### src/rtl/ppd_pkg.sv
package ppd_pkg;

    localparam int COORD_WIDTH     = 16;
    localparam int CORDIC_STEPS    = 16;
    localparam int ANGLE_FRAC_BITS = 6;

    localparam int GUARD_BITS = 20;
    localparam int TABLE_LEN  = 24;
    localparam int RUN_STEPS  = (CORDIC_STEPS < TABLE_LEN) ? CORDIC_STEPS : TABLE_LEN;

    // step vector: Q2.14, quotient magnitude up to 1.0
    localparam int STEP_W = 16;
    localparam int Q_BITS = 15;

    localparam int DIFF_W = COORD_WIDTH + 1;
    localparam int MAG_W  = COORD_WIDTH;
    localparam int NUM_W  = MAG_W + Q_BITS + 1;
    localparam int DIV_W  = MAG_W + 2;
    localparam int CORD_W = DIFF_W + GUARD_BITS + 3;
    localparam int Z_W    = 27;
    localparam int HEAD_W = 9 + ANGLE_FRAC_BITS;
    localparam int NSTG   = (RUN_STEPS > Q_BITS) ? RUN_STEPS : Q_BITS;

    localparam logic signed [Z_W-1:0] DEG90  = Z_W'(90 * 65536);
    localparam logic signed [Z_W-1:0] DEG180 = Z_W'(180 * 65536);
    localparam logic signed [Z_W-1:0] DEG360 = Z_W'(360 * 65536);
    localparam logic [HEAD_W-1:0]     HEAD_FULL = HEAD_W'(360 << ANGLE_FRAC_BITS);

    typedef struct packed {
        logic signed [COORD_WIDTH-1:0] first_x;
        logic signed [COORD_WIDTH-1:0] first_y;
        logic signed [COORD_WIDTH-1:0] second_x;
        logic signed [COORD_WIDTH-1:0] second_y;
    } t_in;

    typedef struct packed {
        logic signed [STEP_W-1:0] step_x;
        logic signed [STEP_W-1:0] step_y;
        logic [HEAD_W-1:0]        heading;
    } t_out;

    // one word in flight: rotation state plus two restoring dividers
    typedef struct packed {
        logic signed [CORD_W-1:0] x;
        logic signed [CORD_W-1:0] y;
        logic signed [Z_W-1:0]    z;
        logic [DIV_W-1:0]         rx;
        logic [DIV_W-1:0]         ry;
        logic [Q_BITS-1:0]        nlox;
        logic [Q_BITS-1:0]        nloy;
        logic [Q_BITS-1:0]        qx;
        logic [Q_BITS-1:0]        qy;
        logic [MAG_W-1:0]         m;
        logic                     neg_x;
        logic                     neg_y;
        logic                     zero;
    } t_work;

    // atan(2^-i) in degrees, Q.16
    function automatic logic signed [Z_W-1:0] atan_q16(input int idx);
        logic signed [Z_W-1:0] v;
        case (idx)
            0:  v = Z_W'(2949120);
            1:  v = Z_W'(1740967);
            2:  v = Z_W'(919879);
            3:  v = Z_W'(466945);
            4:  v = Z_W'(234379);
            5:  v = Z_W'(117304);
            6:  v = Z_W'(58666);
            7:  v = Z_W'(29335);
            8:  v = Z_W'(14668);
            9:  v = Z_W'(7334);
            10: v = Z_W'(3667);
            11: v = Z_W'(1833);
            12: v = Z_W'(917);
            13: v = Z_W'(458);
            14: v = Z_W'(229);
            15: v = Z_W'(115);
            16: v = Z_W'(57);
            17: v = Z_W'(29);
            18: v = Z_W'(14);
            19: v = Z_W'(7);
            20: v = Z_W'(4);
            21: v = Z_W'(2);
            22: v = Z_W'(1);
            default: v = '0;
        endcase
        return v;
    endfunction

endpackage

### src/rtl/ppd_back.sv
module ppd_back (
    input  logic           i_clk,
    input  logic           i_rst_n,
    input  logic           i_valid,
    input  ppd_pkg::t_work i_work,
    output logic           o_ready,
    output logic           o_valid,
    output ppd_pkg::t_out  o_data,
    input  logic           i_stall
);
    import ppd_pkg::*;

    localparam int SH = 16 - ANGLE_FRAC_BITS;
    localparam logic signed [Z_W-1:0] RND = Z_W'(1 << (15 - ANGLE_FRAC_BITS));

    logic signed [Z_W-1:0] ze, h0, hw, hr;
    logic [HEAD_W-1:0]     units;
    t_out                  n_out;
    t_out                  r_out;
    logic                  r_vld;

    // heading wrap and rounding, sign of the step vector
    always_comb begin
        ze = i_work.zero ? '0 : i_work.z;
        h0 = ze - DEG90;
        if (h0 < 0) begin
            hw = h0 + DEG360;
        end else if (h0 >= DEG360) begin
            hw = h0 - DEG360;
        end else begin
            hw = h0;
        end
        hr    = hw + RND;
        units = HEAD_W'(hr >>> SH);
        if (units >= HEAD_FULL) begin
            units = units - HEAD_FULL;
        end
        n_out.heading = units;
        if (i_work.zero) begin
            n_out.step_x = '0;
            n_out.step_y = '0;
        end else begin
            n_out.step_x = i_work.neg_x ? -STEP_W'(i_work.qx) : STEP_W'(i_work.qx);
            n_out.step_y = i_work.neg_y ? -STEP_W'(i_work.qy) : STEP_W'(i_work.qy);
        end
    end

    assign o_ready = !r_vld || !i_stall;

    // output word register
    always_ff @(posedge i_clk) begin
        if (!i_rst_n) begin
            r_vld <= 1'b0;
        end else if (o_ready) begin
            r_vld <= i_valid;
        end
    end

    always_ff @(posedge i_clk) begin
        if (o_ready && i_valid) begin
            r_out <= n_out;
        end
    end

    assign o_valid = r_vld;
    assign o_data  = r_out;

endmodule

### config.mk
export PLATFORM = sky130hd
export DESIGN_NAME = ppd_back
export DESIGN_NICKNAME = d
export VERILOG_FILES = /design/src/rtl/ppd_pkg.sv /design/src/rtl/ppd_back.sv
export SDC_FILE = /design/constraint.sdc
export NUM_CORES = 1
export LEC_CHECK = 0
export CAP_MARGIN = 0
export CORE_AREA = 2 2 106 108
export DETAILED_ROUTE_END_ITERATION = 10
export DIE_AREA = 0 0 108 110
export DONT_BUFFER_PORTS = 1
export GPL_TIMING_DRIVEN = 1
export SYNTH_ARGS = -nofsm -noshare
export SYNTH_HDL_FRONTEND = slang
export SYNTH_SLANG_ARGS = --single-unit
export TNS_END_PERCENT = 1
### constraint.sdc
create_clock -name i_clk -period 5.32 [get_ports i_clk]
set_clock_uncertainty 0.2 [all_clocks]
set_input_delay 1.596 -clock i_clk [delete_from_list [all_inputs] [get_ports i_clk]]
set_output_delay 1.596 -clock i_clk [all_outputs]
set_load 0.02 [all_outputs]
# Word level (Yosys, flattened, before mapping)
# Index checks and enable logic that the tools add are counted.
dict set report totals {
  out_inout_bits 49
  reg_bits 48
  in_bits 226
  wordCells 30
}
dict set report classes {
  n_mux 6
  n_reduce_logical 6
  bitwise 2
  n_lt_le_gt_ge 3
  addsub 7
}
# op count
set ops {}
lappend ops {{2-to-1 mux 25 bit} 2}
lappend ops {{2-to-1 mux 15 bit} 3}
lappend ops {{negation 15 -> 16 bit} 2}
lappend ops {{>= comparator 27 x 26 -> 1 bit, second input constant} 1}
lappend ops {{less-than comparator 27 x 1 -> 1 bit, second input constant} 1}
lappend ops {{2-to-1 mux 27 bit} 1}
lappend ops {{subtractor 27 x 24 -> 27 bit, second input constant} 1}
lappend ops {{adder 25 x 11 -> 25 bit, second input constant} 1}
lappend ops {{adder 25 bit, second input constant} 1}
lappend ops {{subtractor 25 bit, second input constant} 1}
lappend ops {{>= comparator 15 bit, second input constant} 1}
lappend ops {{subtractor 15 bit, second input constant} 1}
lappend ops {{OR reduction 2 bit} 2}
lappend ops {{zero test 1 bit} 2}
lappend ops {{inverter 1 bit} 2}
lappend ops {{logical AND 1 bit} 1}
lappend ops {{logical OR 1 bit} 1}

# Depth between registers and ports, before layout
# Gate-level depths: netlist of run 1.
dict set report depth {
  ltp_word 8
  ltp_mapped 18
}

# Least setup slack after synthesis of run 1
# OpenSTA, ideal clock, no wires.
dict set report synth_timing {
  path_kind {input to register}
  from {in i_work[0] (netlist name)}
  to {reg r_out, in the netlist o_data[10] (data pin)}
  stages 16
  setup_slack_ns -0.122
  arrival_time_ns 4.983
  n_path_buf 1
  path_cell_list {clkbuf_1 nor2b_1 inv_1 ha_1 nor4b_1 nand4_1 nor3_2 a21oi_2 o41ai_2 xor2_1 or4_4 xor2_1 nand3b_4 a21o_1 a32oi_2 xnor2_1}
}
# element line
set synth_rtl {}
lappend synth_rtl {{from (decl)} ppd_back.sv:5} ;# input ppd_pkg::t_work i_work,
lappend synth_rtl {{to (signal assigned)} ppd_back.sv:61} ;# r_out <= n_out;
lappend synth_rtl {{to (decl)} ppd_back.sv:19} ;# t_out r_out;

==> results.toml, run 1 <==
[outcome]
status = "finished clean"

[routing]
detail_route.wl_per_cell_um = 19.39
drt-met1-wl_um = 3923
dr.max_layer_used = "met4"
dr.pass1.iters = 4
vias = 2749
via_per_inst = 5.317
drc_errors = 0
drt.antenna.violating_nets = 0
wirelength_um = 10020
met2_length_um = 4160
drtIter0Drc = 149
route.met3.wl_um = 1892

[grt]
grt_max_degree = 54
overflow = 0
antenna_found_initial = 0
grtUsageTotal_pct = 17.03
grt_pass1_vias = 2801
grt_pass1_wl_um = 15210

[synth]
synth-main-ff-cell = "edfxtp_1"
synth.area.mux_share_pct = 2.205
synth_area_mm2 = 0.003462
synth.top_cell.area_share_pct = 40.77
synth_area_leaders = "edfxtp_1 (41%), xor2_1 (7.6%), nor2_1 (5.3%)"
syn_nets = 592
ys_async_sr_fraction_pct = 0
synth_area_per_cell_um2 = 9.617
synth_cell_type_count = 63
synth_fa_ha_area_share_pct = 2.168
synth-seq-cells = 48
synth_seq_area_share_pct = 41.34
synth_edf_count = 47
ys_warn_count = 0
synth_top_family_by_area = "simple AND/OR/NAND/NOR gates"
netlist_instances = 360
synth_compound_area_share_pct = 16.01
synth-xor-area-share_pct = 11.89
synth_area_leader_cell = "edfxtp_1"
yosys.area_share.simple_pct = 23.35

[critical_path]
endpoint_kind = "flip-flop"
arrival_ps = 4870
r2r-start = "o_valid$_SDFFE_PN0N_"
cp_max_fo = 6
setup.worst_path.class = "in -> reg"
slowest_delay_ps = 550
r2r_slack_ps = 3170
crit_top_cell = "xor2_1"
crit_chain = "nor2b_2 -> inv_1 -> ha_1 -> nor4b_1 -> nand4_1 -> nor3_2 -> a21oi_2 -> o41ai_2 -> xor2_1 -> or4_4 -> xor2_1 -> nand3b_4 -> a21o_1 -> a32oi_2 -> xnor2_1"
rr_endpoint = "o_data[4]$_DFFE_PP_"
critical-path-top-delay-family = "simple AND/OR/NAND/NOR gates"
slowest_stage = "or4_4"
reg2reg_depth = 2
cp_data_required_time_ps = 5170
start_kind = "input port"
cp.buffers_inverters = 1

[layout]
stdcell_count = 517
drive_gt1_share_pct = 13.79
antenna_cells = 0
final_nets = 608
area_growth_pct = 11.64

[clock_tree]
clk_path_buf_depth = 2
cts.clk_slew.worst_paths_ps = 90
cts.sinks = 48
clk-insertion-delay-late_ps = 290
hold_buffers = 0
cts_tree = "built"
cts_buffers = 5
root_buffer = "clkbuf_8"
cts_max_level = 2

[sta]
worst_pin_slew_ps = 1110
drv_slew = 0
fin_ws_ps = 308.9
min_period_ps = 5011
setup_violations = 0
whs_ps = 434.1
rsz0062_at_grt = "no"
period_share_pct = 94.19
maxSlewHeadroom_pct = 25.97
hold_violations = 0
setup-tns-final_ps = 0
max_freq_mhz = 199.6

[floorplanning]
die_area_mm2 = 0.01188
die_h_um = 110
initial_core_util_pct = 32.36
std_cell_rows = 38
ioPinCount = 275
core-area_mm2 = 0.01070
fp.dieW_um = 108

[placement]
hpwl_um = 7612
dp_slack_ps = -36.71
dp.cells = 509
placement.io_buffers = 0
finalWeightedCongestion = 0.8524

[worst_hold_path]
holdCritStartpoint = "o_valid$_SDFFE_PN0N_"
hold-path-cell-count = 2
hold-path-endpoint = "o_valid$_SDFFE_PN0N_"
hp-class = "reg -> reg"

[flow_run]
drv_cap = 0

[power]
p_per_area_mw_per_mm2 = 254.4
leakagePower_nw = 1.390
irDropWorstVdd_mv = 0.1090
[layout make-up]
| cell class | count | area (µm²) |
|---|---|---|
| clock buffer | 5 | 68.82 |
| fill | 1077 | 6833 |
| multi-input combinational | 285 | 1929 |
| tap | 140 | 175.2 |
| timing repair buffer | 22 | 165.2 |
| inverter | 14 | 52.55 |
| clock inverter | 3 | 42.54 |
| sequential | 48 | 1431 |
[where the power goes]
part	internal, mW	total, mW	switching, mW
combinational	0.0910	0.195	0.104
sequential	0.459	0.519	0.0600
clock	0.139	0.269	0.129
[flip-flops by register name, indices dropped and copies added (netlist names)]
signal and flops:
o_data 47, o_valid 1
[routing by layer]
| layer | up-vias | global-route usage, % |
|---|---|---|
| met5 | - | 0 |
| met4 | 0 | 3.388 |
| met3 | 2 | 14.46 |
| met2 | 84 | 24.84 |
| met1 | 1307 | 19.11 |
| li1 | 1356 | - |
[logic make-up (layout without fill, tap and decap cells)]
group	count (synthesis)	count (layout)
buf+inv	27	44
flops	48	48
fa+ha+maj	6	6
xor+xnor	47	47
mux	7	7
simple gates	153	153
compound gates	72	72
[synthesized netlist by cell type (2+ instances only)]
cell / instances
nor2_1: 49
edfxtp_1: 47
xor2_1: 30
nand2_1: 23
xnor2_1: 17
nand3_1: 16
o31ai_1: 14
inv_1: 13
o21ai_0: 13
nor3_1: 11
nor2b_1: 10
a21oi_1: 7
and2_1: 7
clkbuf_1: 6
ha_1: 6
or3_1: 6
or4_1: 6
o211ai_1: 5
a21o_1: 4
buf_1: 4
mux2i_1: 4
nand4_1: 4
nor3_2: 4
buf_2: 3
nand2b_1: 3
a211o_1: 2
a211oi_1: 2
mux2_2: 2
nand3b_1: 2
nor4_1: 2
nor4b_1: 2
o21a_1: 2
o311a_1: 2
o41ai_1: 2
or4_4: 2
[through the flow]
stage	power, mW	area, µm²	utilization [%]
after CTS	0.9961	3865	36.13
after detailed placement	0.7215	3754	35.09
after floorplan	0.6652	3465	-
final	0.9832	3865	36.13
after global placement	0.7204	3754	35.09
after global routing	1.029	3865	36.13
[how the worst max path moves through the flow]
stage | startpoint | to | slack (ps) | cells after the start
finish | i_work[132] | o_data[10]$_DFFE_PP_ | 310 | 15
global route | i_work[133] | o_data[10]$_DFFE_PP_ | 90 | 20
CTS | i_work[132] | o_data[10]$_DFFE_PP_ | 290 | 15
detailed placement | i_work[132] | o_data[10]$_DFFE_PP_ | -40 | 15
global placement | i_work[132] | o_data[10]$_DFFE_PP_ | 40 | 15
floorplan | i_work[0] | o_data[10]$_DFFE_PP_ | 20 | 17
[cell usage in the layout (no fill, tap or decap), types with 3 or more instances in the layout]
cell      synthesis  routed
a21o_1            4       4
a21oi_1           7       7
and2_1            7       6
buf_4             0      22
clkbuf_8          0       5
edfxtp_1         47      47
ha_1              6       6
inv_1            13      13
mux2i_1           4       4
nand2_1          23      23
nand2b_1          3       3
nand3_1          16      16
nand4_1           4       4
nor2_1           49      49
nor2b_1          10       9
nor3_1           11      11
nor3_2            4       4
o211ai_1          5       5
o21ai_0          13      12
o31ai_1          14      14
or3_1             6       6
or4_1             6       6
xnor2_1          17      17
xor2_1           30      30
[worst register-to-register path, delay by kind of cell (launching register included)]
kind             cells  cell delay (ps)
AND/OR/NAND/NOR      2             1150
flip-flops           1              400
[repair_timing]
item	CTS	global route
setup buffers	0	0
resized for setup	0	1
setup endpoints to repair	0	1
No activity file was read; power rests on OpenSTA's default activity.
==> run 2: changes to the inputs <==
==> constraint.sdc (replaced) <==
create_clock -name i_clk -period 5.5 [get_ports i_clk]
set_clock_uncertainty 0.2 [all_clocks]
set_input_delay 1.65 -clock i_clk [delete_from_list [all_inputs] [get_ports i_clk]]
set_output_delay 1.65 -clock i_clk [all_outputs]
set_load 0.02 [all_outputs]
==> run 2 against run 1 <==
Effect of this change: sequential power fell by 3%; flip-flop and latch count did not move; critical path depth did not move; final cell count fell by 1.2%; critical path type unchanged; critical endpoint unchanged.
==> results.toml, run 2 (synthesis results as in run 1) <==
[sta]
min_period_ps = 5169
maxSlewHeadroom_pct = 25.37
drv_slew = 0
max_freq_mhz = 193.5
setup_violations = 0
fin_ws_ps = 331.4
rsz0062_at_grt = "no"
hold_violations = 0
period_share_pct = 93.97
worst_pin_slew_ps = 1119

[routing]
drc_errors = 0
vias = 2753
drt.antenna.violating_nets = 0
detail_route.wl_per_cell_um = 19.59
drtIter0Drc = 206
via_per_inst = 5.387
wirelength_um = 10010
dr.pass1.iters = 5

[floorplanning]
fp.dieW_um = 108
std_cell_rows = 38
initial_core_util_pct = 32.36
die_h_um = 110
ioPinCount = 275
die_area_mm2 = 0.01188
core-area_mm2 = 0.01070

[placement]
placement.io_buffers = 0
dp.cells = 502
hpwl_um = 7617
finalWeightedCongestion = 0.8450
dp_slack_ps = -6.650

[worst_hold_path]
hold-path-endpoint = "o_valid$_SDFFE_PN0N_"
hold-path-cell-count = 2
hp-class = "reg -> reg"
holdCritStartpoint = "o_valid$_SDFFE_PN0N_"

[clock_tree]
root_buffer = "clkbuf_8"
cts_tree = "built"
cts_max_level = 2
clk-insertion-delay-late_ps = 290
clk_path_buf_depth = 2
cts.clk_slew.worst_paths_ps = 80
cts.sinks = 48
cts_buffers = 5
hold_buffers = 0

[grt]
overflow = 0
grt_pass1_wl_um = 15220
grt_pass1_vias = 2767
antenna_found_initial = 0
grtUsageTotal_pct = 17.19
grt_max_degree = 54

[critical_path]
crit_chain = "nor2b_1 -> inv_1 -> ha_1 -> nor4b_1 -> nand4_1 -> nor3_2 -> a21oi_2 -> buf_4 -> o211a_1 -> or3_1 -> or4_1 -> nand3b_4 -> nand3_1 -> a32oi_2 -> xnor2_1"
endpoint_kind = "flip-flop"
rr_endpoint = "o_data[8]$_DFFE_PP_"
slowest_stage = "or4_1"
r2r_slack_ps = 3370
reg2reg_depth = 2
arrival_ps = 5010
cp_max_fo = 53
setup.worst_path.class = "in -> reg"
start_kind = "input port"
r2r-start = "o_valid$_SDFFE_PN0N_"
slowest_delay_ps = 570
cp_data_required_time_ps = 5340

[layout]
mostFrequentLayoutCells = "nor2_1 (49), edfxtp_1 (47), xor2_1 (30)"
final_common_cell = "nor2_1"
area_growth_pct = 9.975
final_nets = 602
stdcell_count = 511
largest_reg_flops = 47
antenna_cells = 0
drive_gt1_share_pct = 12.13

[flow_run]
drv_cap = 0

[power]
p_per_area_mw_per_mm2 = 235.8
irDropWorstVdd_mv = 0.09423
leakagePower_nw = 1.347

[outcome]
status = "finished clean"
run 2: through the flow:
step	area (µm²)	hold slack (ps)	TNS, ps	power [mW]	util, %
global placement	3699	416.0	0	0.6923	34.57
finish	3807	425.8	0	0.8980	35.59
global route	3807	463.7	0	0.9469	35.59
CTS	3786	430.0	0	0.9089	35.39
detailed placement	3699	417.3	-6.650	0.6929	34.57
floorplan	3462	398.4	0	0.6432	-
run 2: layer usage:
| metal | vias to the layer above | global-route usage (%) | share of wire [%] |
|---|---|---|---|
| met3 | 4 | 15.05 | 21 |
| met5 | - | 0 | 0 |
| li1 | 1346 | - | - |
| met2 | 108 | 24.84 | 41 |
| met4 | 0 | 3.663 | 0.69 |
| met1 | 1295 | 19.11 | 37 |
run 2: what timing repair did:
item,in CTS,in global routing
resized for setup,0,2
buffers inserted,0,1
endpoints found under the setup margin,0,1
run 2: worst max-delay path by stage:
stage | startpoint | endpoint | slack [ps] | cells past startpoint
2_1_floorplan | i_work[0] | o_data[10]$_DFFE_PP_ | 4 | 16
3_3_place_gp | i_work[133] | o_data[10]$_DFFE_PP_ | 80 | 17
3_5_place_dp | i_work[132] | o_data[10]$_DFFE_PP_ | -7 | 15
4_1_cts | i_work[132] | o_data[10]$_DFFE_PP_ | 310 | 15
5_1_grt | i_work[0] | o_data[10]$_DFFE_PP_ | 40 | 15
6_report | i_work[0] | o_data[10]$_DFFE_PP_ | 330 | 15
run 2: where the power goes:
group / switching, mW / internal, mW
combinational: 0.102 / 0.0841
clock: 0.121 / 0.0880
sequential: 0.0590 / 0.444
total: 0.281 / 0.617
run 2: worst max-delay path: cells and delay by family:
| kind | cells | cell delay, ps |
|---|---|---|
| AND/OR/NAND/NOR | 8 | 2140 |
| buffers and inverters | 2 | 220 |
| adder cells (fa/ha/maj) | 1 | 310 |
| XOR/XNOR | 1 | 90 |
| AO/OA/AOI/OAI | 3 | 580 |
run 2: final cells by class:
type / count / area [µm²]
Sequential cell: 48 / 1431
Tap cell: 140 / 175.2
Timing Repair Buffer: 16 / 120.1
Inverter: 14 / 52.55
Multi-Input combinational cell: 285 / 1941
Clock buffer: 5 / 68.82
Fill cell: 1109 / 6890
Clock inverter: 3 / 18.77
