### src/rtl/ppd_pkg.sv
package ppd_pkg;

    localparam int COORD_WIDTH     = 16;
    localparam int CORDIC_STEPS    = 16;
    localparam int ANGLE_FRAC_BITS = 6;

    localparam int GUARD_BITS = 20;
    localparam int TABLE_LEN  = 24;
    localparam int RUN_STEPS  = (CORDIC_STEPS < TABLE_LEN) ? CORDIC_STEPS : TABLE_LEN;

    // step vector: Q2.14, quotient magnitude up to 1.0
    localparam int STEP_W = 16;
    localparam int Q_BITS = 15;

    localparam int DIFF_W = COORD_WIDTH + 1;
    localparam int MAG_W  = COORD_WIDTH;
    localparam int NUM_W  = MAG_W + Q_BITS + 1;
    localparam int DIV_W  = MAG_W + 2;
    localparam int CORD_W = DIFF_W + GUARD_BITS + 3;
    localparam int Z_W    = 27;
    localparam int HEAD_W = 9 + ANGLE_FRAC_BITS;
    localparam int NSTG   = (RUN_STEPS > Q_BITS) ? RUN_STEPS : Q_BITS;

    localparam logic signed [Z_W-1:0] DEG90  = Z_W'(90 * 65536);
    localparam logic signed [Z_W-1:0] DEG180 = Z_W'(180 * 65536);
    localparam logic signed [Z_W-1:0] DEG360 = Z_W'(360 * 65536);
    localparam logic [HEAD_W-1:0]     HEAD_FULL = HEAD_W'(360 << ANGLE_FRAC_BITS);

    typedef struct packed {
        logic signed [COORD_WIDTH-1:0] first_x;
        logic signed [COORD_WIDTH-1:0] first_y;
        logic signed [COORD_WIDTH-1:0] second_x;
        logic signed [COORD_WIDTH-1:0] second_y;
    } t_in;

    typedef struct packed {
        logic signed [STEP_W-1:0] step_x;
        logic signed [STEP_W-1:0] step_y;
        logic [HEAD_W-1:0]        heading;
    } t_out;

    // one word in flight: rotation state plus two restoring dividers
    typedef struct packed {
        logic signed [CORD_W-1:0] x;
        logic signed [CORD_W-1:0] y;
        logic signed [Z_W-1:0]    z;
        logic [DIV_W-1:0]         rx;
        logic [DIV_W-1:0]         ry;
        logic [Q_BITS-1:0]        nlox;
        logic [Q_BITS-1:0]        nloy;
        logic [Q_BITS-1:0]        qx;
        logic [Q_BITS-1:0]        qy;
        logic [MAG_W-1:0]         m;
        logic                     neg_x;
        logic                     neg_y;
        logic                     zero;
    } t_work;

    // atan(2^-i) in degrees, Q.16
    function automatic logic signed [Z_W-1:0] atan_q16(input int idx);
        logic signed [Z_W-1:0] v;
        case (idx)
            0:  v = Z_W'(2949120);
            1:  v = Z_W'(1740967);
            2:  v = Z_W'(919879);
            3:  v = Z_W'(466945);
            4:  v = Z_W'(234379);
            5:  v = Z_W'(117304);
            6:  v = Z_W'(58666);
            7:  v = Z_W'(29335);
            8:  v = Z_W'(14668);
            9:  v = Z_W'(7334);
            10: v = Z_W'(3667);
            11: v = Z_W'(1833);
            12: v = Z_W'(917);
            13: v = Z_W'(458);
            14: v = Z_W'(229);
            15: v = Z_W'(115);
            16: v = Z_W'(57);
            17: v = Z_W'(29);
            18: v = Z_W'(14);
            19: v = Z_W'(7);
            20: v = Z_W'(4);
            21: v = Z_W'(2);
            22: v = Z_W'(1);
            default: v = '0;
        endcase
        return v;
    endfunction

endpackage

### src/rtl/ppd_front.sv
module ppd_front (
    input  logic           i_clk,
    input  logic           i_rst_n,
    input  logic           i_valid,
    input  ppd_pkg::t_in   i_data,
    output logic           o_ready,
    output logic           o_valid,
    output ppd_pkg::t_work o_work,
    input  logic           i_dn_ready
);
    import ppd_pkg::*;

    logic signed [DIFF_W-1:0] dx, dy, xd, yd;
    logic [MAG_W-1:0]         ax, ay, m;
    logic [NUM_W-1:0]         numx, numy;
    t_work                    n_work;
    t_work                    r_work;
    logic                     r_vld;

    // differences, magnitudes, divider setup and half-plane fold
    always_comb begin
        dx = DIFF_W'(i_data.first_x) - DIFF_W'(i_data.second_x);
        dy = DIFF_W'(i_data.first_y) - DIFF_W'(i_data.second_y);
        ax = (dx < 0) ? MAG_W'(-dx) : MAG_W'(dx);
        ay = (dy < 0) ? MAG_W'(-dy) : MAG_W'(dy);
        m  = (ax > ay) ? ax : ay;
        numx = {1'b0, ax, {Q_BITS{1'b0}}} + NUM_W'(m);
        numy = {1'b0, ay, {Q_BITS{1'b0}}} + NUM_W'(m);
        xd = (dx < 0) ? -dx : dx;
        yd = (dx < 0) ? -dy : dy;
        n_work       = '0;
        n_work.x     = CORD_W'(xd) <<< GUARD_BITS;
        n_work.y     = CORD_W'(yd) <<< GUARD_BITS;
        n_work.z     = (dx < 0) ? DEG180 : '0;
        n_work.rx    = DIV_W'(numx >> Q_BITS);
        n_work.ry    = DIV_W'(numy >> Q_BITS);
        n_work.nlox  = numx[Q_BITS-1:0];
        n_work.nloy  = numy[Q_BITS-1:0];
        n_work.m     = m;
        n_work.neg_x = (dx < 0);
        n_work.neg_y = (dy < 0);
        n_work.zero  = (m == '0);
    end

    assign o_ready = !r_vld || i_dn_ready;

    // advance the entry stage
    always_ff @(posedge i_clk) begin
        if (!i_rst_n) begin
            r_vld <= 1'b0;
        end else if (o_ready) begin
            r_vld <= i_valid;
        end
    end

    always_ff @(posedge i_clk) begin
        if (o_ready && i_valid) begin
            r_work <= n_work;
        end
    end

    assign o_valid = r_vld;
    assign o_work  = r_work;

endmodule

### config.mk
export PLATFORM = sky130hd
export DESIGN_NAME = ppd_front
export DESIGN_NICKNAME = d
export VERILOG_FILES = /design/src/rtl/ppd_pkg.sv /design/src/rtl/ppd_front.sv
export SDC_FILE = /design/constraint.sdc
export NUM_CORES = 1
export LEC_CHECK = 0
export BUFFER_PORTS_ARGS = -buffer_cell sky130_fd_sc_hd__buf_2
export CORE_ASPECT_RATIO = 1.2
export CORE_MARGIN = 5
export CORE_UTILIZATION = 48
export CTS_BUF_LIST = sky130_fd_sc_hd__clkbuf_4 sky130_fd_sc_hd__clkbuf_8 sky130_fd_sc_hd__clkbuf_16
export CTS_CLUSTER_DIAMETER = 60
export DETAILED_ROUTE_END_ITERATION = 10
export PLACE_DENSITY = 0.78
export SLEW_MARGIN = 10
export SYNTH_ARGS = -nofsm -noshare
export SYNTH_HDL_FRONTEND = slang
export SYNTH_SLANG_ARGS = --single-unit
### constraint.sdc
create_clock -name i_clk -period 12.7 [get_ports i_clk]
set_input_delay 3.81 -clock i_clk [delete_from_list [all_inputs] [get_ports i_clk]]
set_output_delay 3.81 -clock i_clk [all_outputs]
set_load 0.02 [all_outputs]
# [Word level (Yosys, flattened, before mapping)]
# Index checks and enable logic that the tools add are counted.
[word_totals] regBits=145 in_bits=68 out_inout_bits=224 word_cells=31
[op_classes] addsub=6 order_cmp=3 muxes=6 n_reduce_logical=4
[ops] cell="$add 31x16->32" count=2
[ops] cell="$mux 16" count=3
[ops] cell="$lt 17x1->1 const B" count=2
[ops] cell="$mux 17" count=2
[ops] cell="$neg 17->17" count=2
[ops] cell="$sub 16x16->17" count=2
[ops] cell="$mux 24" count=1
[ops] cell="$gt 16x16->1" count=1
[ops] cell="$logic_not 16->1" count=1
[ops] cell="$logic_and 1x1->1" count=1
[ops] cell="$logic_not 1->1" count=1
[ops] cell="$logic_or 1x1->1" count=1

# [Depth between registers and ports, before layout]
# Gate-level depths: netlist (run 1).
[depth] depth_word=6 depth_mapped=30 ltp_nobuf=28

# [Least setup slack after synthesis (run 1)]
# OpenSTA, ideal clock, no wires.
[synth_path] path_kind="input to register" from="in i_data[32] (netlist bit)" to="reg r_work, in the netlist o_work[94] (data pin)" arrival_ns=9.303 t_required_ns=12.430 setup_slack_ns=3.127 stages=26 n_path_buf=2 cell_sequence="inv_1 -> ha_1 -> fa_1 -> nand2b_1 -> a21o_1 -> a211o_1 -> mux2_4 -> or2_2 -> clkbuf_1 -> o31a_1 -> xnor2_1 -> ha_1 -> inv_1 -> a31oi_1 -> a221oi_1 -> a2111o_1 -> a22oi_4 -> buf_8 -> mux2i_1 -> ha_1 -> nand2_1 -> nor4_1 -> nand2_1 -> nor2_1 -> nand3_1 -> xor2_1"
[synth_rtl] item="from (decl)" line="ppd_front.sv:5" text="input ppd_pkg::t_in i_data,"
[synth_rtl] item="to (signal assigned)" line="ppd_front.sv:58" text="r_work <= n_work;"
[synth_rtl] item="to (decl)" line="ppd_front.sv:17" text="t_work r_work;"

==> results by group, run 1 <==
Timing
  • RSZ-0062 raised after global routing: no
  • Tcrit/Tclk final: 0.837
  • Endpoints failing hold: 0
  • PnR worst setup slack: 2.07 ns
  • Final setup fails: 0
  • Slew Limit Fails: 0
  • Setup Skew: 0.00666 ns
  • Slew @ Worst Pin: 0.812 ns
  • Fin crit period: roughly 11 ns
  • Achievable Freq: 94.0 MHz
  • Rel. slew slack: 0.455
  • Final setup TNS: 0 ns

Route
  • Detailed-route DRC error count: 0
  • Via/cell ratio: around 5.1
  • 1st-iter DRT viols: 309
  • DRT Pass-1 Iters: 5
  • Avg WL per Cell: 15.5 µm
  • Antenna viol nets, final: 0
  • Vias: 6,173
  • WL final: 18,700 µm

Setup path
  • RR Endpoint: o_work[211]
  • Crit path max fanout: 21
  • Flop2flop setup slack: ~11 ns
  • CP endpoint kind: flip-flop
  • Worst r2r path cells: 3
  • Crit path launch type: primary input
  • Reg-to-Reg Start: o_valid
  • Slowest stage cell, crit path: a21oi_1
  • Worst Path Required: 12.77 ns
  • Max incr delay on CP: between 0.5 and 0.6 ns
  • Critical Path AT: about 11 ns
  • CP Class: in2reg

Yosys
  • Post-synth top area share: 0.332
  • Yosys cell types: 75
  • Mapped Cells: between 800 and 900
  • Largest area contributor in the netlist: edfxtp_1
  • Sequential share of the synthesized area: 0.334
  • Synth top area cells: edfxtp_1 33%, buf_4 13%, ha_1 7.9%, xnor2_1 7.0%, xor2_1 3.7%
  • Dominant synthesized flop cell: edfxtp_1
  • Mean post-synth cell area: 9.49 µm²
  • Post-synth EDFFs: 87
  • Synthesized area: ~0.0079 mm²
  • Register bit count reported by yosys: 88
  • Ys async rst share: 0
  • Yosys warning count: 0

Final layout
  • Nets: 1,107
  • Most frequent cells in the layout: 196 x buf_2, 95 x conb_1, 87 x edfxtp_1
  • Most common cell after layout, fill and taps aside: buf_2
  • Layout cells sized above 1: 0.244
  • Inserted Diodes: 0
  • Layout fillers: 1,473
  • Design area: 0.00875 mm²
  • P&R area growth vs syn: 11.2%
  • Final Util: 0.540
  • Final Non-Filler Cells: between 1,000 and 1,500

Pwr
  • Power Internal: 0.868 mW
  • Peak supply drop: roughly 0.00007 V
  • Combinational fraction of design power: 0.532
  • Sw power: 0.657 mW
  • Switching Share: 0.431
  • Clock group share of total power: 0.174
  • Seq pwr share: 0.294
  • Pwr dens: 174 mW/mm²
  • Leakage: 3.92 nW

Clocking
  • Hold Buf Count CTS: 0
  • Later-pin clock latency in the skew report: 0.33 ns
  • Post-CTS setup buffer count: 0
  • Clock H-tree levels: 3
  • Post-cts resize count: 0
  • Clk sinks: 88
  • CTS Buf Count: 9
  • TritonCTS clock tree: done
  • CTS max path bufs: 2
  • Clock slew at reported path FFs: 0.06 ns
  • Clk root buf: clkbuf_16

Place
  • Routability Congestion: 0.933
  • Placed Cells: roughly 1,200
  • IO Port Bufs: 196
  • Post-DP Area: 0.00845 mm²
  • HPWL after detailed placement: 15,500 µm
  • Post-Place Worst Slack: 1.73 ns

Global routing
  • Gr usage total: 0.185
  • Largest net degree at the start of global routing: 68
  • Global-route wire length before repair: 28,600 µm
  • Total grt overflow: 0
  • Initial antenna violation count: 0
  • Number of global-route vias before repair: 5,742

Floorplanning
  • I/O pins: 292
  • Die Height: 150 µm
  • Die area: 0.0191 mm²
  • Row cnt: 51
  • Core area: between 0.015 and 0.02 mm²
  • Initial core utilization: 0.486
  • Die span in x: 127 µm

Min path
  • Endpoint, Worst Hold: o_valid
  • Hold/Removal Path Class: reg2reg
  • Startpoint of the worst hold path: o_valid
  • Worst Hold Depth: 2

Run status
  • Status: finished clean

Run
  • Max-cap viol count: 0
metal layers:
metal,track usage,up-vias,share of wire
li1,-,3025,-
met1,0.232,2850,0.41
met2,0.336,276,0.50
met3,0.0188,22,0.071
met4,0.0542,0,0.018
met5,0,-,0
how the worst max path moves through the flow:
stage,start,end
2_1_floorplan,i_data[32],o_work[94]
5_1_grt,i_data[48],o_work[89]
3_5_place_dp,i_data[48],o_work[89]
4_1_cts,i_data[48],o_work[89]
3_3_place_gp,i_data[48],o_work[89]
6_report,i_data[48],o_work[89]
logic make-up (layout without fill, tap and decap cells):
family          after synthesis  in the layout  synth area share
compound gates              149            149             0.135
xor+xnor                     99             99             0.114
fa+ha+maj                    54             54            0.0871
buf+inv                     218            286             0.170
flops                        88             88             0.334
mux                          19             19            0.0253
other cells                   1             95          0.000476
simple gates                202            202             0.134
sequential cells by signal, indices dropped and copies added, names as in the netlist:
signal	count
o_work	87
o_valid	1
power groups by stage:
stage | clock, mW | sequential [mW] | combinational [mW]
floorplan | 0 | 0.541 | 0.558
global placement | 0 | 0.454 | 0.805
detailed placement | 0 | 0.456 | 0.806
CTS | 0.269 | 0.450 | 0.809
global route | 0.281 | 0.456 | 0.870
finish | 0.265 | 0.448 | 0.812
metrics by stage:
step	hold slack (ns)	power, mW
finish	0.531	1.53
global route	0.588	1.61
CTS	0.534	1.53
detailed placement	0.524	1.26
global placement	0.513	1.26
floorplan	0.750	1.10
final cells by class:
type	instances	area, µm²	area share
multi-input combinational	618	4260	0.486
sequential	88	2630	0.301
timing repair buffer	205	1050	0.120
inverter	65	244	0.0279
clock buffer	13	262	0.0299
tap	212	265	0.0303
clock inverter	3	42.5	0.00486
critical path, delay by kind of cell:
family                     cells  cell delay [ns]
AOI/OAI and AO/OA              9             2.42
buffers and inverters          5             0.94
muxes                          1             0.47
and+or+nand+nor                8             1.77
xor gates and xnor gates       1             0.10
adders and majority gates      4             1.18
synth_stat cells (4+ instances only):
library cell	instances
buf_4	135
edfxtp_1	87
inv_1	65
xnor2_1	63
ha_1	50
nor2_1	45
nand2_1	39
a21oi_1	37
xor2_1	33
o21ai_0	31
nand3_1	17
nand4_1	17
nor3_1	16
clkbuf_1	15
mux2i_1	15
a21o_1	10
nand2b_1	9
o31ai_1	9
nor4_1	8
or3_1	8
nor2b_1	7
o211ai_1	6
a31oi_1	5
and2_1	5
and3_1	5
nand3b_1	5
or2_2	5
o21a_1	4
o21bai_1	4
or4_1	4
Power figures use the tool's default switching activity.
==> run 2, diff against run 1 <==
--- a/config.mk
+++ b/config.mk
@@ -5,6 +5,7 @@
 export SDC_FILE = /design/constraint.sdc
 export NUM_CORES = 1
 export LEC_CHECK = 0
+export ABC_AREA = 1
 export BUFFER_PORTS_ARGS = -buffer_cell sky130_fd_sc_hd__buf_2
 export CORE_ASPECT_RATIO = 1.2
 export CORE_MARGIN = 5
@@ -12,7 +13,7 @@
 export CTS_BUF_LIST = sky130_fd_sc_hd__clkbuf_4 sky130_fd_sc_hd__clkbuf_8 sky130_fd_sc_hd__clkbuf_16
 export CTS_CLUSTER_DIAMETER = 60
 export DETAILED_ROUTE_END_ITERATION = 10
-export PLACE_DENSITY = 0.78
+export PLACE_DENSITY = 0.77
 export SLEW_MARGIN = 10
 export SYNTH_ARGS = -nofsm -noshare
 export SYNTH_HDL_FRONTEND = slang
==> constraint.sdc (replaced) <==
create_clock -name i_clk -period 11 [get_ports i_clk]
set_input_delay 3.3 -clock i_clk [delete_from_list [all_inputs] [get_ports i_clk]]
set_output_delay 3.3 -clock i_clk [all_outputs]
set_load 0.02 [all_outputs]
==> results by group, run 2 <==
Clocking
  • Hold Buf Count CTS: 0
  • TritonCTS clock tree: done
  • CTS max path bufs: 2
  • Clock H-tree levels: 3
  • Clk sinks: 88
  • Clock slew at reported path FFs: 0.06 ns
  • Clk root buf: clkbuf_16
  • CTS Buf Count: 9
  • Post-CTS setup buffer count: 0
  • Post-cts resize count: 0
  • Later-pin clock latency in the skew report: 0.34 ns

Yosys
  • Post-synthesis simple-gate area fraction: 0.294
  • Post-synthesis compound-gate area fraction: 0.0464
  • Post-synth top area share: 0.308
  • Most instantiated library cell after synthesis: nand2_1
  • Synth top cells by count: 318 x nand2_1, 181 x inv_1, 138 x buf_4, 88 x nand3_1, 87 x edfxtp_1
  • Combinational family with the most area after synthesis: simple AND/OR/NAND/NOR gates
  • Largest area contributor in the netlist: edfxtp_1
  • Ys async rst share: 0
  • Sequential share of the synthesized area: 0.311
  • Synth top area cells: edfxtp_1 31%, nand2_1 14%, buf_4 12%, inv_1 8.0%, ha_1 7.4%
  • Dominant synthesized flop cell: edfxtp_1
  • XOR/XNOR Fraction of Synth Area: 0.0527
  • Yosys cell types: 42
  • Synthesized area: 0.00848 mm²
  • Synth Area in Adders: 0.0785
  • Register bit count reported by yosys: 88
  • Yosys warning count: 0
  • Mapped Cells: 1,158
  • Mean post-synth cell area: 7.32 µm²
  • Mux share of post-synthesis cell area: 0
  • Post-synth EDFFs: 87

Floorplanning
  • Core area: 0.0174 mm²
  • Die Height: 156 µm
  • I/O pins: 292
  • Die span in x: 131 µm
  • Row cnt: 53
  • Initial core utilization: 0.486
  • Die area: 0.0204 mm²

Setup path
  • Flop2flop setup slack: 8.90 ns
  • CP endpoint kind: flip-flop
  • CP most frequent cell: nand2_1
  • Slowest stage cell, crit path: inv_1
  • Stages on the worst setup path: 31
  • Critical path startpoint: i_data[16]
  • CP Class: in2reg
  • Worst r2r path cells: 2
  • Reg-to-Reg Start: o_valid
  • Critical path's top delay family: simple AND/OR/NAND/NOR gates
  • CP bufs+invs: 5
  • Crit path launch type: primary input
  • Worst Path Required: around 11 ns
  • Max incr delay on CP: between 0.4 and 0.5 ns
  • Crit path max fanout: 33
  • RR Endpoint: o_work[109]
  • Critical Path AT: 9.08 ns
  • Critical path endpoint: o_work[94]

Route
  • DRT Pass-1 Iters: 5
  • WL final: between 20,000 and 25,000 µm
  • Via/cell ratio: 4.77
  • Avg WL per Cell: ~13 µm
  • 1st-iter DRT viols: 397
  • Vias: 7,337
  • Detailed-route DRC error count: 0
  • Antenna viol nets, final: 0

Global routing
  • Total grt overflow: 0
  • Met2 Resource Use GR: 0.325
  • Global-route wire length before repair: roughly 33,000 µm
  • GR Layer Usage met1: 0.237
  • Number of global-route vias before repair: 6,781
  • Gr usage total: 0.191
  • Busiest grt layer: met2
  • Met3 Use GR: 0.0487
  • Initial antenna violation count: 0
  • Largest net degree at the start of global routing: 71

Final layout
  • Nets: 1,434
  • Final Util: 0.533
  • Max reg flops: 87
  • Most frequent cells in the layout: 318 x nand2_1, 196 x buf_2, 181 x inv_1
  • P&R area growth vs syn: 9.77%
  • Inserted Diodes: 0
  • Layout cells sized above 1: 0.210
  • Layout fillers: approximately 1,700
  • Most common cell after layout, fill and taps aside: nand2_1

Timing
  • Achievable Freq: 111 MHz
  • Final setup TNS: 0 ns
  • Endpoints failing hold: 0
  • Rel. slew slack: 0.422
  • Slew @ Worst Pin: just under 0.9 ns
  • Tcrit/Tclk final: 0.820
  • Final setup fails: 0
  • Setup Skew: approximately 0.0049 ns
  • RSZ-0062 raised after global routing: no
  • PnR worst setup slack: 1.98 ns
  • Fin crit period: 9.02 ns
  • Slew Limit Fails: 0

Run status
  • Status: finished clean

Pwr
  • Peak supply drop: just over 0.00008 V
  • Leakage: 5.05 nW
  • Pwr dens: 188 mW/mm²

Place
  • Routability Congestion: around 0.91
  • IO Port Bufs: 196
  • Post-Place Worst Slack: 1.66 ns
  • HPWL after detailed placement: between 15,000 and 20,000 µm

Min path
  • Hold/Removal Path Class: reg2reg

Run
  • Max-cap viol count: 0
[run 2: stage by stage]
stage                     power [mW]  instance area [µm²]  instances  hold slack, ns
final                           1.75                 9300       1539           0.549
after global routing            1.87                 9300       1539           0.614
after CTS                       1.76                 9300       1539           0.558
after detailed placement        1.46                 9010       1523           0.552
after global placement          1.44                 9010       1523           0.536
after floorplan                 1.29                 8830       1252           0.729
[run 2: worst reg2reg max path, stage by stage, from the launching register on]
cell and delay, ns:
dfxtp_1 0.34, a21oi_4 0.54, buf_4 0.79
[run 2: layer usage]
layer,vias up,share of wire
met5,-,0
met1,3241,0.42
met2,304,0.48
met3,37,0.084
li1,3755,-
met4,0,0.024
[run 2: how the worst min path moves through the flow]
stage                         end    start  depth (start not counted)  slack (ns)
final                     o_valid  o_valid                          2        0.55
after global routing      o_valid  o_valid                          2        0.61
after CTS                 o_valid  o_valid                          2        0.56
after detailed placement  o_valid  o_valid                          2        0.55
after global placement    o_valid  o_valid                          2        0.54
after floorplan           o_valid  o_valid                          2        0.73
[run 2: cell type report]
cell class	instances	area, µm²	area share
clock inverter	4	28.8	0.00309
tap	220	275	0.0296
sequential	88	2630	0.283
multi-input combinational	818	4360	0.469
inverter	199	747	0.0803
timing repair buffer	198	996	0.107
clock buffer	12	260	0.0280
[run 2: kinds of logic after synthesis]
kind of cell               after synthesis
and+or+nand+nor                        547
AOI/OAI and AO/OA                       73
adders and majority gates               52
buffers and inverters                  346
DFF                                     88
xor gates and xnor gates                51
other                                    1
[run 2: report_power, final]
group / switching, mW / leakage (nW) / total (mW) / internal (mW)
Clock: 0.124 / 0.138 / 0.292 / 0.168
Sequential: 0.0297 / 0.850 / 0.515 / 0.486
Combinational: 0.665 / 4.06 / 0.941 / 0.276
Total: 0.819 / 5.05 / 1.75 / 0.930
